--- config.mk ---
export PLATFORM = sky130hd
export DESIGN_NAME = glyph_quad_generator
export DESIGN_NICKNAME = d
export VERILOG_FILES = /design/src/rtl/gqg_pkg.sv /design/src/rtl/glyph_quad_generator.sv /design/src/rtl/gqg_ram.sv /design/src/rtl/gqg_emit.sv
export SDC_FILE = /design/constraint.sdc
export NUM_CORES = 2
export LEC_CHECK = 0
export BUFFER_PORTS_ARGS = -buffer_cell sky130_fd_sc_hd__buf_2
export CAP_MARGIN = 5
export CELL_PAD_IN_SITES_DETAIL_PLACEMENT = 0
export CELL_PAD_IN_SITES_GLOBAL_PLACEMENT = 1
export CORE_MARGIN = 3
export CORE_UTILIZATION = 59
export CTS_CLUSTER_SIZE = 25
export DETAILED_ROUTE_END_ITERATION = 7
export PLACE_DENSITY_LB_ADDON = 0.1
export SYNTH_ARGS = -nofsm -noshare
export SYNTH_HDL_FRONTEND = slang
export SYNTH_SLANG_ARGS = --single-unit
--- constraint.sdc ---
create_clock -name clk -period 7.5 [get_ports clk]
set_clock_uncertainty 0.05 [all_clocks]
set_input_delay 0.75 -clock clk [delete_from_list [all_inputs] [get_ports clk]]
set_output_delay 0.75 -clock clk [all_outputs]
set_load 0.02 [all_outputs]
--- src/rtl/gqg_pkg.sv ---
// Shared constants, types and saturation helper for the glyph quad generator.
package gqg_pkg;

    localparam int GLYPH_COUNT_DEF = 95;
    localparam logic [7:0] FIRST_CODE = 8'd32;

    localparam int XY_W   = 16;
    localparam int U_W    = 17;
    localparam int GW_W   = 8;
    localparam int CFG_W  = 8;
    localparam int ENTRY_W = U_W + U_W + GW_W;

    localparam logic [1:0] CMD_LOAD = 2'd0;
    localparam logic [1:0] CMD_PEN  = 2'd1;
    localparam logic [1:0] CMD_DRAW = 2'd2;

    localparam logic [1:0] REG_SPACE  = 2'd0;
    localparam logic [1:0] REG_GAP    = 2'd1;
    localparam logic [1:0] REG_HEIGHT = 2'd2;

    localparam logic [2:0] VTX_LAST = 3'd5;

    localparam logic [7:0] SPACE_RST  = 8'd3;
    localparam logic [7:0] GAP_RST    = 8'd1;
    localparam logic [7:0] HEIGHT_RST = 8'd16;

    typedef struct packed {
        logic signed [XY_W-1:0] xl;
        logic signed [XY_W-1:0] xr;
        logic signed [XY_W-1:0] yt;
        logic signed [XY_W-1:0] yb;
        logic [U_W-1:0]         left;
        logic [U_W-1:0]         right;
    } quad_t;

    function automatic logic signed [XY_W-1:0] sat16(input logic signed [XY_W+1:0] v);
        logic signed [XY_W-1:0] r;
        if (v > 18'sd32767)
            r = 16'sh7FFF;
        else if (v < -18'sd32768)
            r = 16'sh8000;
        else
            r = v[XY_W-1:0];
        return r;
    endfunction

endpackage

--- src/rtl/glyph_quad_generator.sv ---
// Glyph quad generator top level: command decode, glyph table, pen state and emitter.
//
// Usage: commands arrive on the input channel (in_valid/in_stall). A load writes one
// glyph table entry, a set-pen places the pen, a draw takes one character code.
// Each printable drawn character gives six vertex items on the output channel
// (out_valid/out_stall) in the order TL, BR, BL, TL, TR, BR, last set on the sixth.
// Spaces, loads, set-pen, out-of-range codes and command 3 give no items.
// The glyph entry is read from the table memory in the accept cycle; the decode stage
// then loads the quad into the emitter once it is free, and the emitter shows the first vertex.
// One command per cycle is taken for commands without output, unless a draw in the
// decode stage waits for the emitter; a drawn character holds the emitter for all six
// of its vertices. The next command is taken while vertices still go.
// Stall: out_stall holds the current vertex; once the emitter and the decode stage
// are both full, in_stall rises until the emitter frees.
// Reset: pen goes to (0,0), space advance 3, gap 1, height 16. The glyph table is
// not cleared; configuration writes on cfg_write take effect at the next edge.
module glyph_quad_generator #(
    parameter int GLYPH_COUNT = gqg_pkg::GLYPH_COUNT_DEF
) (
    input  logic                            clk,
    input  logic                            rst_n,
    input  logic                            cfg_write,
    input  logic [1:0]                      cfg_index,
    input  logic [gqg_pkg::CFG_W-1:0]       cfg_data,
    input  logic                            in_valid,
    output logic                            in_stall,
    input  logic [1:0]                      command,
    input  logic [7:0]                      char_code,
    input  logic signed [gqg_pkg::XY_W-1:0] pen_x_in,
    input  logic signed [gqg_pkg::XY_W-1:0] pen_y_in,
    input  logic [gqg_pkg::U_W-1:0]         tex_left_in,
    input  logic [gqg_pkg::U_W-1:0]         tex_right_in,
    input  logic [gqg_pkg::GW_W-1:0]        width_in,
    output logic                            out_valid,
    input  logic                            out_stall,
    output logic signed [gqg_pkg::XY_W-1:0] vert_x,
    output logic signed [gqg_pkg::XY_W-1:0] vert_y,
    output logic [gqg_pkg::U_W-1:0]         tex_u,
    output logic                            tex_v,
    output logic                            last
);
    import gqg_pkg::*;

    localparam int AW = (GLYPH_COUNT > 1) ? $clog2(GLYPH_COUNT) : 1;

    logic [CFG_W-1:0] space_reg, gap_reg, height_reg;

    logic             s1_valid_reg, s1_valid_next;
    logic             s1_quad_reg, s1_space_reg, s1_pen_reg;
    logic signed [XY_W-1:0] s1_px_reg, s1_py_reg;
    logic signed [XY_W-1:0] pen_x_reg, pen_x_next;
    logic signed [XY_W-1:0] pen_y_reg, pen_y_next;

    logic             accept;
    logic             s1_go;
    logic             em_free;
    logic             em_load;
    logic [7:0]       idx;
    logic             in_range;
    logic [ENTRY_W-1:0] rdata;
    logic [U_W-1:0]   g_left, g_right;
    logic [GW_W-1:0]  g_width;
    logic signed [XY_W+1:0] px_ext, py_ext;
    quad_t            quad;

    assign idx      = char_code - FIRST_CODE;
    assign in_range = (char_code >= FIRST_CODE) && ({1'b0, idx} < 9'(GLYPH_COUNT));

    assign s1_go    = s1_valid_reg && (!s1_quad_reg || em_free);
    assign in_stall = s1_valid_reg && !s1_go;
    assign accept   = in_valid && !in_stall;
    assign em_load  = s1_go && s1_quad_reg;

    gqg_ram #(
        .WIDTH (ENTRY_W),
        .DEPTH (GLYPH_COUNT),
        .AW    (AW)
    ) u_table (
        .clk   (clk),
        .we    (accept && (command == CMD_LOAD) && in_range),
        .waddr (idx[AW-1:0]),
        .wdata ({tex_left_in, tex_right_in, width_in}),
        .re    (accept && (command == CMD_DRAW)),
        .raddr (idx[AW-1:0]),
        .rdata (rdata)
    );

    assign {g_left, g_right, g_width} = rdata;

    assign px_ext = {{2{pen_x_reg[XY_W-1]}}, pen_x_reg};
    assign py_ext = {{2{pen_y_reg[XY_W-1]}}, pen_y_reg};

    always_comb
    begin
        quad.xl    = pen_x_reg;
        quad.yt    = pen_y_reg;
        quad.xr    = sat16(px_ext + $signed({10'd0, g_width}));
        quad.yb    = sat16(py_ext - $signed({10'd0, height_reg}));
        quad.left  = g_left;
        quad.right = g_right;
    end

    always_comb
    begin
        s1_valid_next = s1_valid_reg;
        if (accept)
            s1_valid_next = 1'b1;
        else if (s1_go)
            s1_valid_next = 1'b0;

        pen_x_next = pen_x_reg;
        pen_y_next = pen_y_reg;
        if (s1_go)
        begin
            if (s1_pen_reg)
            begin
                pen_x_next = s1_px_reg;
                pen_y_next = s1_py_reg;
            end
            else if (s1_space_reg)
            begin
                pen_x_next = sat16(px_ext + $signed({10'd0, space_reg}));
            end
            else if (s1_quad_reg)
            begin
                pen_x_next = sat16(px_ext + $signed({10'd0, g_width})
                                   + $signed({10'd0, gap_reg}));
            end
        end
    end

    always_ff @(posedge clk or negedge rst_n)
    begin
        if (!rst_n)
        begin
            s1_valid_reg <= 1'b0;
            s1_quad_reg  <= 1'b0;
            s1_space_reg <= 1'b0;
            s1_pen_reg   <= 1'b0;
            pen_x_reg    <= '0;
            pen_y_reg    <= '0;
            space_reg    <= SPACE_RST;
            gap_reg      <= GAP_RST;
            height_reg   <= HEIGHT_RST;
        end
        else
        begin
            s1_valid_reg <= s1_valid_next;
            pen_x_reg    <= pen_x_next;
            pen_y_reg    <= pen_y_next;
            if (accept)
            begin
                s1_pen_reg   <= (command == CMD_PEN);
                s1_space_reg <= (command == CMD_DRAW) && in_range && (idx == 8'd0);
                s1_quad_reg  <= (command == CMD_DRAW) && in_range && (idx != 8'd0);
            end
            if (cfg_write)
            begin
                case (cfg_index)
                    REG_SPACE:  space_reg  <= cfg_data;
                    REG_GAP:    gap_reg    <= cfg_data;
                    REG_HEIGHT: height_reg <= cfg_data;
                    default:    ;
                endcase
            end
        end
    end

    always_ff @(posedge clk)
    begin
        if (accept)
        begin
            s1_px_reg <= pen_x_in;
            s1_py_reg <= pen_y_in;
        end
    end

    gqg_emit u_emit (
        .clk       (clk),
        .rst_n     (rst_n),
        .load      (em_load),
        .quad      (quad),
        .free      (em_free),
        .out_valid (out_valid),
        .out_stall (out_stall),
        .vert_x    (vert_x),
        .vert_y    (vert_y),
        .tex_u     (tex_u),
        .tex_v     (tex_v),
        .last      (last)
    );

endmodule

--- src/rtl/gqg_ram.sv ---
// Generic single-write, single-read synchronous RAM with registered read.
module gqg_ram #(
    parameter int WIDTH = 8,
    parameter int DEPTH = 16,
    parameter int AW    = (DEPTH > 1) ? $clog2(DEPTH) : 1
) (
    input  logic             clk,
    input  logic             we,
    input  logic [AW-1:0]    waddr,
    input  logic [WIDTH-1:0] wdata,
    input  logic             re,
    input  logic [AW-1:0]    raddr,
    output logic [WIDTH-1:0] rdata
);

    logic [WIDTH-1:0] mem [DEPTH];
    logic [WIDTH-1:0] rdata_reg;

    always_ff @(posedge clk)
    begin
        if (we)
        begin
            mem[waddr] <= wdata;
        end
        if (re)
        begin
            rdata_reg <= mem[raddr];
        end
    end

    assign rdata = rdata_reg;

endmodule

--- src/rtl/gqg_emit.sv ---
// Vertex emitter: holds one quad and sends its six vertices on the output channel.
module gqg_emit (
    input  logic                         clk,
    input  logic                         rst_n,
    input  logic                         load,
    input  gqg_pkg::quad_t               quad,
    output logic                         free,
    output logic                         out_valid,
    input  logic                         out_stall,
    output logic signed [gqg_pkg::XY_W-1:0] vert_x,
    output logic signed [gqg_pkg::XY_W-1:0] vert_y,
    output logic [gqg_pkg::U_W-1:0]      tex_u,
    output logic                         tex_v,
    output logic                         last
);
    import gqg_pkg::*;

    logic       busy_reg, busy_next;
    logic [2:0] cnt_reg, cnt_next;
    quad_t      quad_reg;
    logic       use_right;
    logic       bottom;
    logic       at_last;

    assign at_last = (cnt_reg == VTX_LAST);
    assign free    = !busy_reg || (at_last && !out_stall);

    always_comb
    begin
        busy_next = busy_reg;
        cnt_next  = cnt_reg;
        if (load)
        begin
            busy_next = 1'b1;
            cnt_next  = 3'd0;
        end
        else if (busy_reg && !out_stall)
        begin
            if (at_last)
                busy_next = 1'b0;
            else
                cnt_next = cnt_reg + 3'd1;
        end
    end

    always_ff @(posedge clk or negedge rst_n)
    begin
        if (!rst_n)
        begin
            busy_reg <= 1'b0;
            cnt_reg  <= 3'd0;
        end
        else
        begin
            busy_reg <= busy_next;
            cnt_reg  <= cnt_next;
        end
    end

    always_ff @(posedge clk)
    begin
        if (load)
        begin
            quad_reg <= quad;
        end
    end

    // Order TL, BR, BL, TL, TR, BR
    always_comb
    begin
        case (cnt_reg)
            3'd0:    begin use_right = 1'b0; bottom = 1'b0; end
            3'd1:    begin use_right = 1'b1; bottom = 1'b1; end
            3'd2:    begin use_right = 1'b0; bottom = 1'b1; end
            3'd3:    begin use_right = 1'b0; bottom = 1'b0; end
            3'd4:    begin use_right = 1'b1; bottom = 1'b0; end
            default: begin use_right = 1'b1; bottom = 1'b1; end
        endcase
    end

    assign out_valid = busy_reg;
    assign vert_x    = use_right ? quad_reg.xr : quad_reg.xl;
    assign vert_y    = bottom ? quad_reg.yb : quad_reg.yt;
    assign tex_u     = use_right ? quad_reg.right : quad_reg.left;
    assign tex_v     = bottom;
    assign last      = at_last;

endmodule

### After elaboration in Yosys (flattened, before gate mapping)

Memories as Yosys holds them, arrays and structs flattened. A register that Yosys moved wholly into a read port is not among the register bits.
Cells that the tools add are included.

* eq/ne operators: 9
* add/sub/neg operators: 6
* $lt $le $gt $ge: 10
* reductions and logical operators: 38
* muxes and demuxes: 23

Operators with widths (number)
* $mux W16: 11
* $gt A17 B16 Y1 const B: 3
* $lt A17 B16 Y1 const B: 3
* $add A16 B9 Y17: 2
* $add A17 B9 Y18: 1
* $gt A18 B16 Y1 const B: 1
* $lt A18 B16 Y1 const B: 1
* $mux W17: 1
* $sub A16 B9 Y17: 1
* $reduce_and A2 Y1: 7
* $logic_and A1 B1 Y1: 13
* $mux W3: 3
* $ge A8 B6 Y1 const B: 1
* $logic_not A8 Y1: 1
* $lt A8 B7 Y1 const B: 1
* $mux W1: 8
* $reduce_bool A8 Y1: 1
* $sub A8 B6 Y8 const B: 1
* $eq A3 B2 Y1 const B: 2
* $eq A3 B3 Y1 const B: 2
* $reduce_bool A2 Y1: 3
* $reduce_or A3 Y1: 2
* $logic_not A1 Y1: 5
* $eq A2 B1 Y1 const B: 2
* 7 further kinds: 10

* flip-flop bits (word level): 194
* output and inout port bits: 53
* bits of input ports: 99
* memories kept: 1
* memory bits (writable): 3990
* word-level logic and storage cells: 106

Memory list
* u_table.mem: words 95, bits a word 42, read ports 1, clocked after Yosys merged registers in 1, write ports 1, line gqg_ram.sv:16 `logic [WIDTH-1:0] mem [DEPTH];`

### Depth between registers and ports, before layout

* depth after elaboration: 13
* gate-level depth with buffers: 18
* depth with buffers taken out: 17

### By module

A second synthesis with hierarchy kept.

* cells, all modules: 7221
* area total of the unflattened synthesis: 163514.3 µm²

Modules (own cells, without submodules)
* gqg_ram: area an instance 153422.1 µm², sequential area each 121076.1 µm², cells each 6377, times used 1
* glyph_quad_generator: area an instance 6271.0 µm², sequential area each 2467.4 µm², cells each 664, times used 1
* gqg_emit: area an instance 3821.2 µm², sequential area each 3042.9 µm², cells each 180, times used 1

### Worst setup path before layout

Ideal clock, no wire load.

* kind: input to register
* start point: input char_code[5]
* end point: memory u_table.mem[24][0] (netlist name) (enable)
* path buffers: 3
* data required time: 7008 ps
* library setup time: 442 ps
* data arrival time: 5056 ps
* cell stages on the path: 10
* setup slack: 1952 ps
* path through: inv_1 -> buf_1 -> clkbuf_1 -> ha_1 -> xnor2_1 -> nand3_1 -> nor4_1 -> nand2_1 -> clkbuf_1 -> nor2_1

* cells in the longest elaborated chain, start to end: 6
* elaborated cells on any way between the ends: 7
* those cells by class: 1 x add/sub; 2 x order compare; 2 x mux; 2 x reduce/logical

Ends and longest elaborated chain
* from (decl): line glyph_quad_generator.sv:28 `input logic [7:0] char_code,`
* $sub A8 B6 Y8: line glyph_quad_generator.sv:66 `assign idx = char_code - FIRST_CODE;`
* $lt A8 B7 Y1: line glyph_quad_generator.sv:67 `assign in_range = (char_code >= FIRST_CODE) && ({1'b0, idx} < 9'(GLYPH_COUNT));`
* $logic_and A1 B1 Y1: line glyph_quad_generator.sv:67
* $logic_and A1 B1 Y1: line glyph_quad_generator.sv:80 `.we (accept && (command == CMD_LOAD) && in_range),`
* $mux W1: line gqg_ram.sv:21 `if (we)`
* $mux W1 (implied by the code): line gqg_ram.sv:23 `mem[waddr] <= wdata;`
* to (decl): line gqg_ram.sv:16

Parallel ways exist; a longest one is shown, timed or not.

### Worst setup path after layout

* start point: register u_table.rdata_reg[0] (netlist: u_table.rdata[0]), read port of u_table.mem
* end point: register pen_x_reg[13]

* cells in the longest elaborated chain, start to end: 8
* elaborated cells on any way between the ends: 9
* those cells by class: 2 x add/sub; 2 x order compare; 5 x mux

Ends and longest elaborated chain
* from (decl): line gqg_ram.sv:17 `logic [WIDTH-1:0] rdata_reg;`
* $add A16 B9 Y17 (*): line glyph_quad_generator.sv:126 `pen_x_next = sat16(px_ext + $signed({10'd0, g_width})`
* $add A17 B9 Y18 (*): line glyph_quad_generator.sv:127 `+ $signed({10'd0, gap_reg}));`
* $lt A18 B16 Y1: line gqg_pkg.sv:40 `else if (v < -18'sd32768)`
* $mux W16: line gqg_pkg.sv:40
* $mux W16 (*): line gqg_pkg.sv:38 `if (v > 18'sd32767)`
* $mux W16 (*): line glyph_quad_generator.sv:124 `else if (s1_quad_reg)`
* $mux W16 (*): line glyph_quad_generator.sv:120 `else if (s1_space_reg)`
* $mux W16 (*): line glyph_quad_generator.sv:115 `if (s1_pen_reg)`
* to (signal assigned): line glyph_quad_generator.sv:149 `pen_x_reg <= pen_x_next;`
* to (decl): line glyph_quad_generator.sv:51 `logic signed [XY_W-1:0] pen_x_reg, pen_x_next;`

Mark *: on every way between the ends. The rest lies on a longest branch, timed or not. The select of a mux whose other input is x is not followed.
A chain may end at the register's enable or synchronous reset.

==> impl_metrics.csv <==
group,metric,value,unit
run_status,status,"finished, final reports clean",
setup_path,cp_max_fo,11,
clocking,cts.path.max_buffers,4,
clocking,cts.clk_slew.worst_paths,60,ps
cells_and_area,syn_to_final_growth,13.09,%
clocking,cts_max_level,5,
pwr,peakVddDrop,244.3,uV
routing,drt-total-wl,513300,um
global_route,grt_pass1_vias,89610,
synthesis,syn_nets,8867,
pwr,power.leakage,0.05599,uW
timing,fin_crit,5323,ps
routing,dr.first_iter.drc_count,16730,
placement,portBuffers,151,
setup_path,end_kind,"register",
floorplan,core,265800,um2
routing,vias,93720,
floorplan,fp.dieH,523.6,um
clocking,cts_root_buf,"clkbuf_16",
synthesis,syn_area,158000,um2
pwr,power.density,289.7,nW/um2
timing,rsz0062_at_grt,"false",
setup_path,cp.required,8300,ps
hold_path,holdCritPathClass,"in -> reg",
timing,finalMaxSlewViolations,0,
synthesis,synth_seq_area_share,80.10,%
global_route,antenna_found_initial,46,
synthesis,synth_enable_flop_cells,4162,
timing,max_freq,187.9,MHz
cells_and_area,finalNetCount,9223,
synthesis,syn_inst,8722,
routing,drtPass1Iterations,6,
floorplan,ios,152,
global_route,track_usage,37.06,%
routing,wl_per_cell,39.62,um
synthesis,ys_seq_elements,4226,
synthesis,synth_top_area_share,79.08,%
timing,finalWorstSetupSlack,2177,ps
synthesis,ys_warn_count,0,
global_route,grt_max_degree,114,
timing,relSlewSlack,3.635,%
global_route,grt_pass1_wl,706600,um
timing,finalSetupTns,0,ps
floorplan,dieArea,274100,um2
synthesis,synth.distinct_cells,80,
clocking,clock_latency,980,ps
synthesis,ys.flop_type,"edfxtp_1",
timing,hold_violations,0,
routing,vias_per_cell,7.234,
cells_and_area,fin_util,67.24,%
routing,antenna_left,0,
cells_and_area,largest_register_ffs,3990,
clocking,cts_buffers,410,
setup_path,crit_type,"reg -> reg",
placement,place_congestion,0.8718,
synthesis,syn_avg_cell_area,18.12,um2
clocking,cts_tree,"done",
floorplan,placementRows,189,
routing,drc,0,
floorplan,die_w,523.6,um
cells_and_area,layout_commonest_cell,"edfxtp_1",
timing,finalSetupViolCount,0,
synthesis,netlist_top_cells_area,"edfxtp_1 (79%), a22oi_1 (5.5%), mux2_2 (1.4%)",
setup_path,start_kind,"register",
synthesis,async_reset_ff_share,1.514,%
floorplan,start_util,59.46,%
job,timing.max_cap.violations,0,
synthesis,synth.largest_area_cell,"edfxtp_1",
cells_and_area,final_cell_mix,"edfxtp_1 (4,162), a22oi_1 (1,168), clkbuf_16 (412), buf_4 (330), a21oi_1 (288)",
clocking,clock_sinks,4226,
placement,hpwl,277100,um
global_route,overflow,0,
placement,dp_slack,1730,ps
timing,timing.final.crit_share,70.97,%
setup_path,cp.arrival,6120,ps
clocking,cts_setup_buffers,0,
timing,worst-slew-pin-transition,1430,ps
cells_and_area,drive_gt1_share,15.97,%
[area by class of cell]
cell class,count,area (um2)
sequential,4226,126600
fill,17650,87080
multi-input combinational,3879,29860
clock buffer,499,10680
tap,3533,4420
timing repair buffer,520,4242
clock inverter,235,2723
inverter,41,155.1
antenna,23,57.56
[power breakdown]
group / switching (uW) / leakage [uW] / internal [uW] / total [uW]
clock: 8890 / 0.00648 / 11800 / 20700
combinational: 3240 / 0.0113 / 1470 / 4710
sequential: 206 / 0.0382 / 26200 / 26400
[through the flow]
| stage | std cells | hold slack [ps] | cell area, um2 | total power, uW |
|---|---|---|---|---|
| after CTS | 12930 | 15.30 | 178700 | 51750 |
| final | 12960 | 59.89 | 178700 | 51770 |
| after global routing | 12940 | 48.88 | 178700 | 53030 |
| after detailed placement | 12160 | 354.5 | 164900 | 31450 |
| after global placement | 12160 | 351.8 | 164900 | 31390 |
| after floorplan | 8722 | 350.3 | 158000 | 29340 |
[metal layers]
layer | part of all wire (%) | up-vias | wire (um) | GRT usage [%]
met4 | 5.2 | 32 | 26590 | 16.78
li1 | - | 37040 | - | -
met2 | 45 | 7291 | 229900 | 55.15
met5 | 0.046 | - | 237 | 0
met1 | 36 | 48190 | 185100 | 52.42
met3 | 14 | 1178 | 71480 | 9.324
[worst max-delay path, stage by stage, from the launching register on]
cell	delay, ps
edfxtp_1	520
ha_1	260
inv_1	70
fa_1	400
nand2b_1	200
nand2b_1	90
a21oi_1	80
xnor2_1	230
ha_1	330
and3_1	180
a2111oi_2	460
o21ai_0	220
a21oi_1	240
or4_4	200
nor2_2	70
a2111oi_2	1050
o21ai_0	230
a221o_1	360
[synthesized netlist by cell type, types with 30 or more instances]
cell	number
o21ai_0	264
a22oi_1	1168
ha_1	42
nand3_1	59
buf_1	94
buf_2	113
a221oi_1	232
dfrtp_1	60
clkbuf_1	365
nor2_1	330
mux2_2	198
nand4_1	262
inv_1	40
o211ai_1	54
a41oi_1	30
edfxtp_1	4162
mux4_2	83
a21oi_1	290
nand2_1	136
mux2i_1	190
a221o_1	31
a22o_1	155
[path summary, 6_finish.rpt]
check,start,to,slack [ps],cells past startpoint
worst max-delay path,u_table.rdata[0]$_DFFE_PP_,pen_x_reg[13]$_DFFE_PN0P_,2180,17
worst min-delay path,cfg_data[7],gap_reg[7]$_DFFE_PN0P_,60,2
worst max register to register,u_table.rdata[0]$_DFFE_PP_,pen_x_reg[13]$_DFFE_PN0P_,2180,17
worst min register to register,u_table.rdata[9]$_DFFE_PP_,u_emit.quad_reg[1]$_DFFE_PP_,360,0
max in group asynchronous,rst_n,gap_reg[6]$_DFFE_PN0P_,6300,3
min in group asynchronous,rst_n,pen_y_reg[9]$_DFFE_PN0P_,500,3
[cells by family after synthesis]
kind of cell | Yosys count | share of synthesized area, %
buffers and inverters | 617 | 1.567
AND/OR/NAND/NOR | 888 | 2.767
XOR/XNOR | 49 | 0.2763
multiplexers | 471 | 3.797
flip-flops | 4226 | 80.10
AO/OA/AOI/OAI | 2425 | 11.11
adder cells (fa/ha/maj) | 46 | 0.3832
[timing repair]
item / in CTS / in global routing
hold endpoints to repair: 104 / 0
hold buffers: 35 / 0
gates resized for setup: 0 / 0
setup endpoints to repair: 0 / 0
Power figures use the tool's default switching activity.
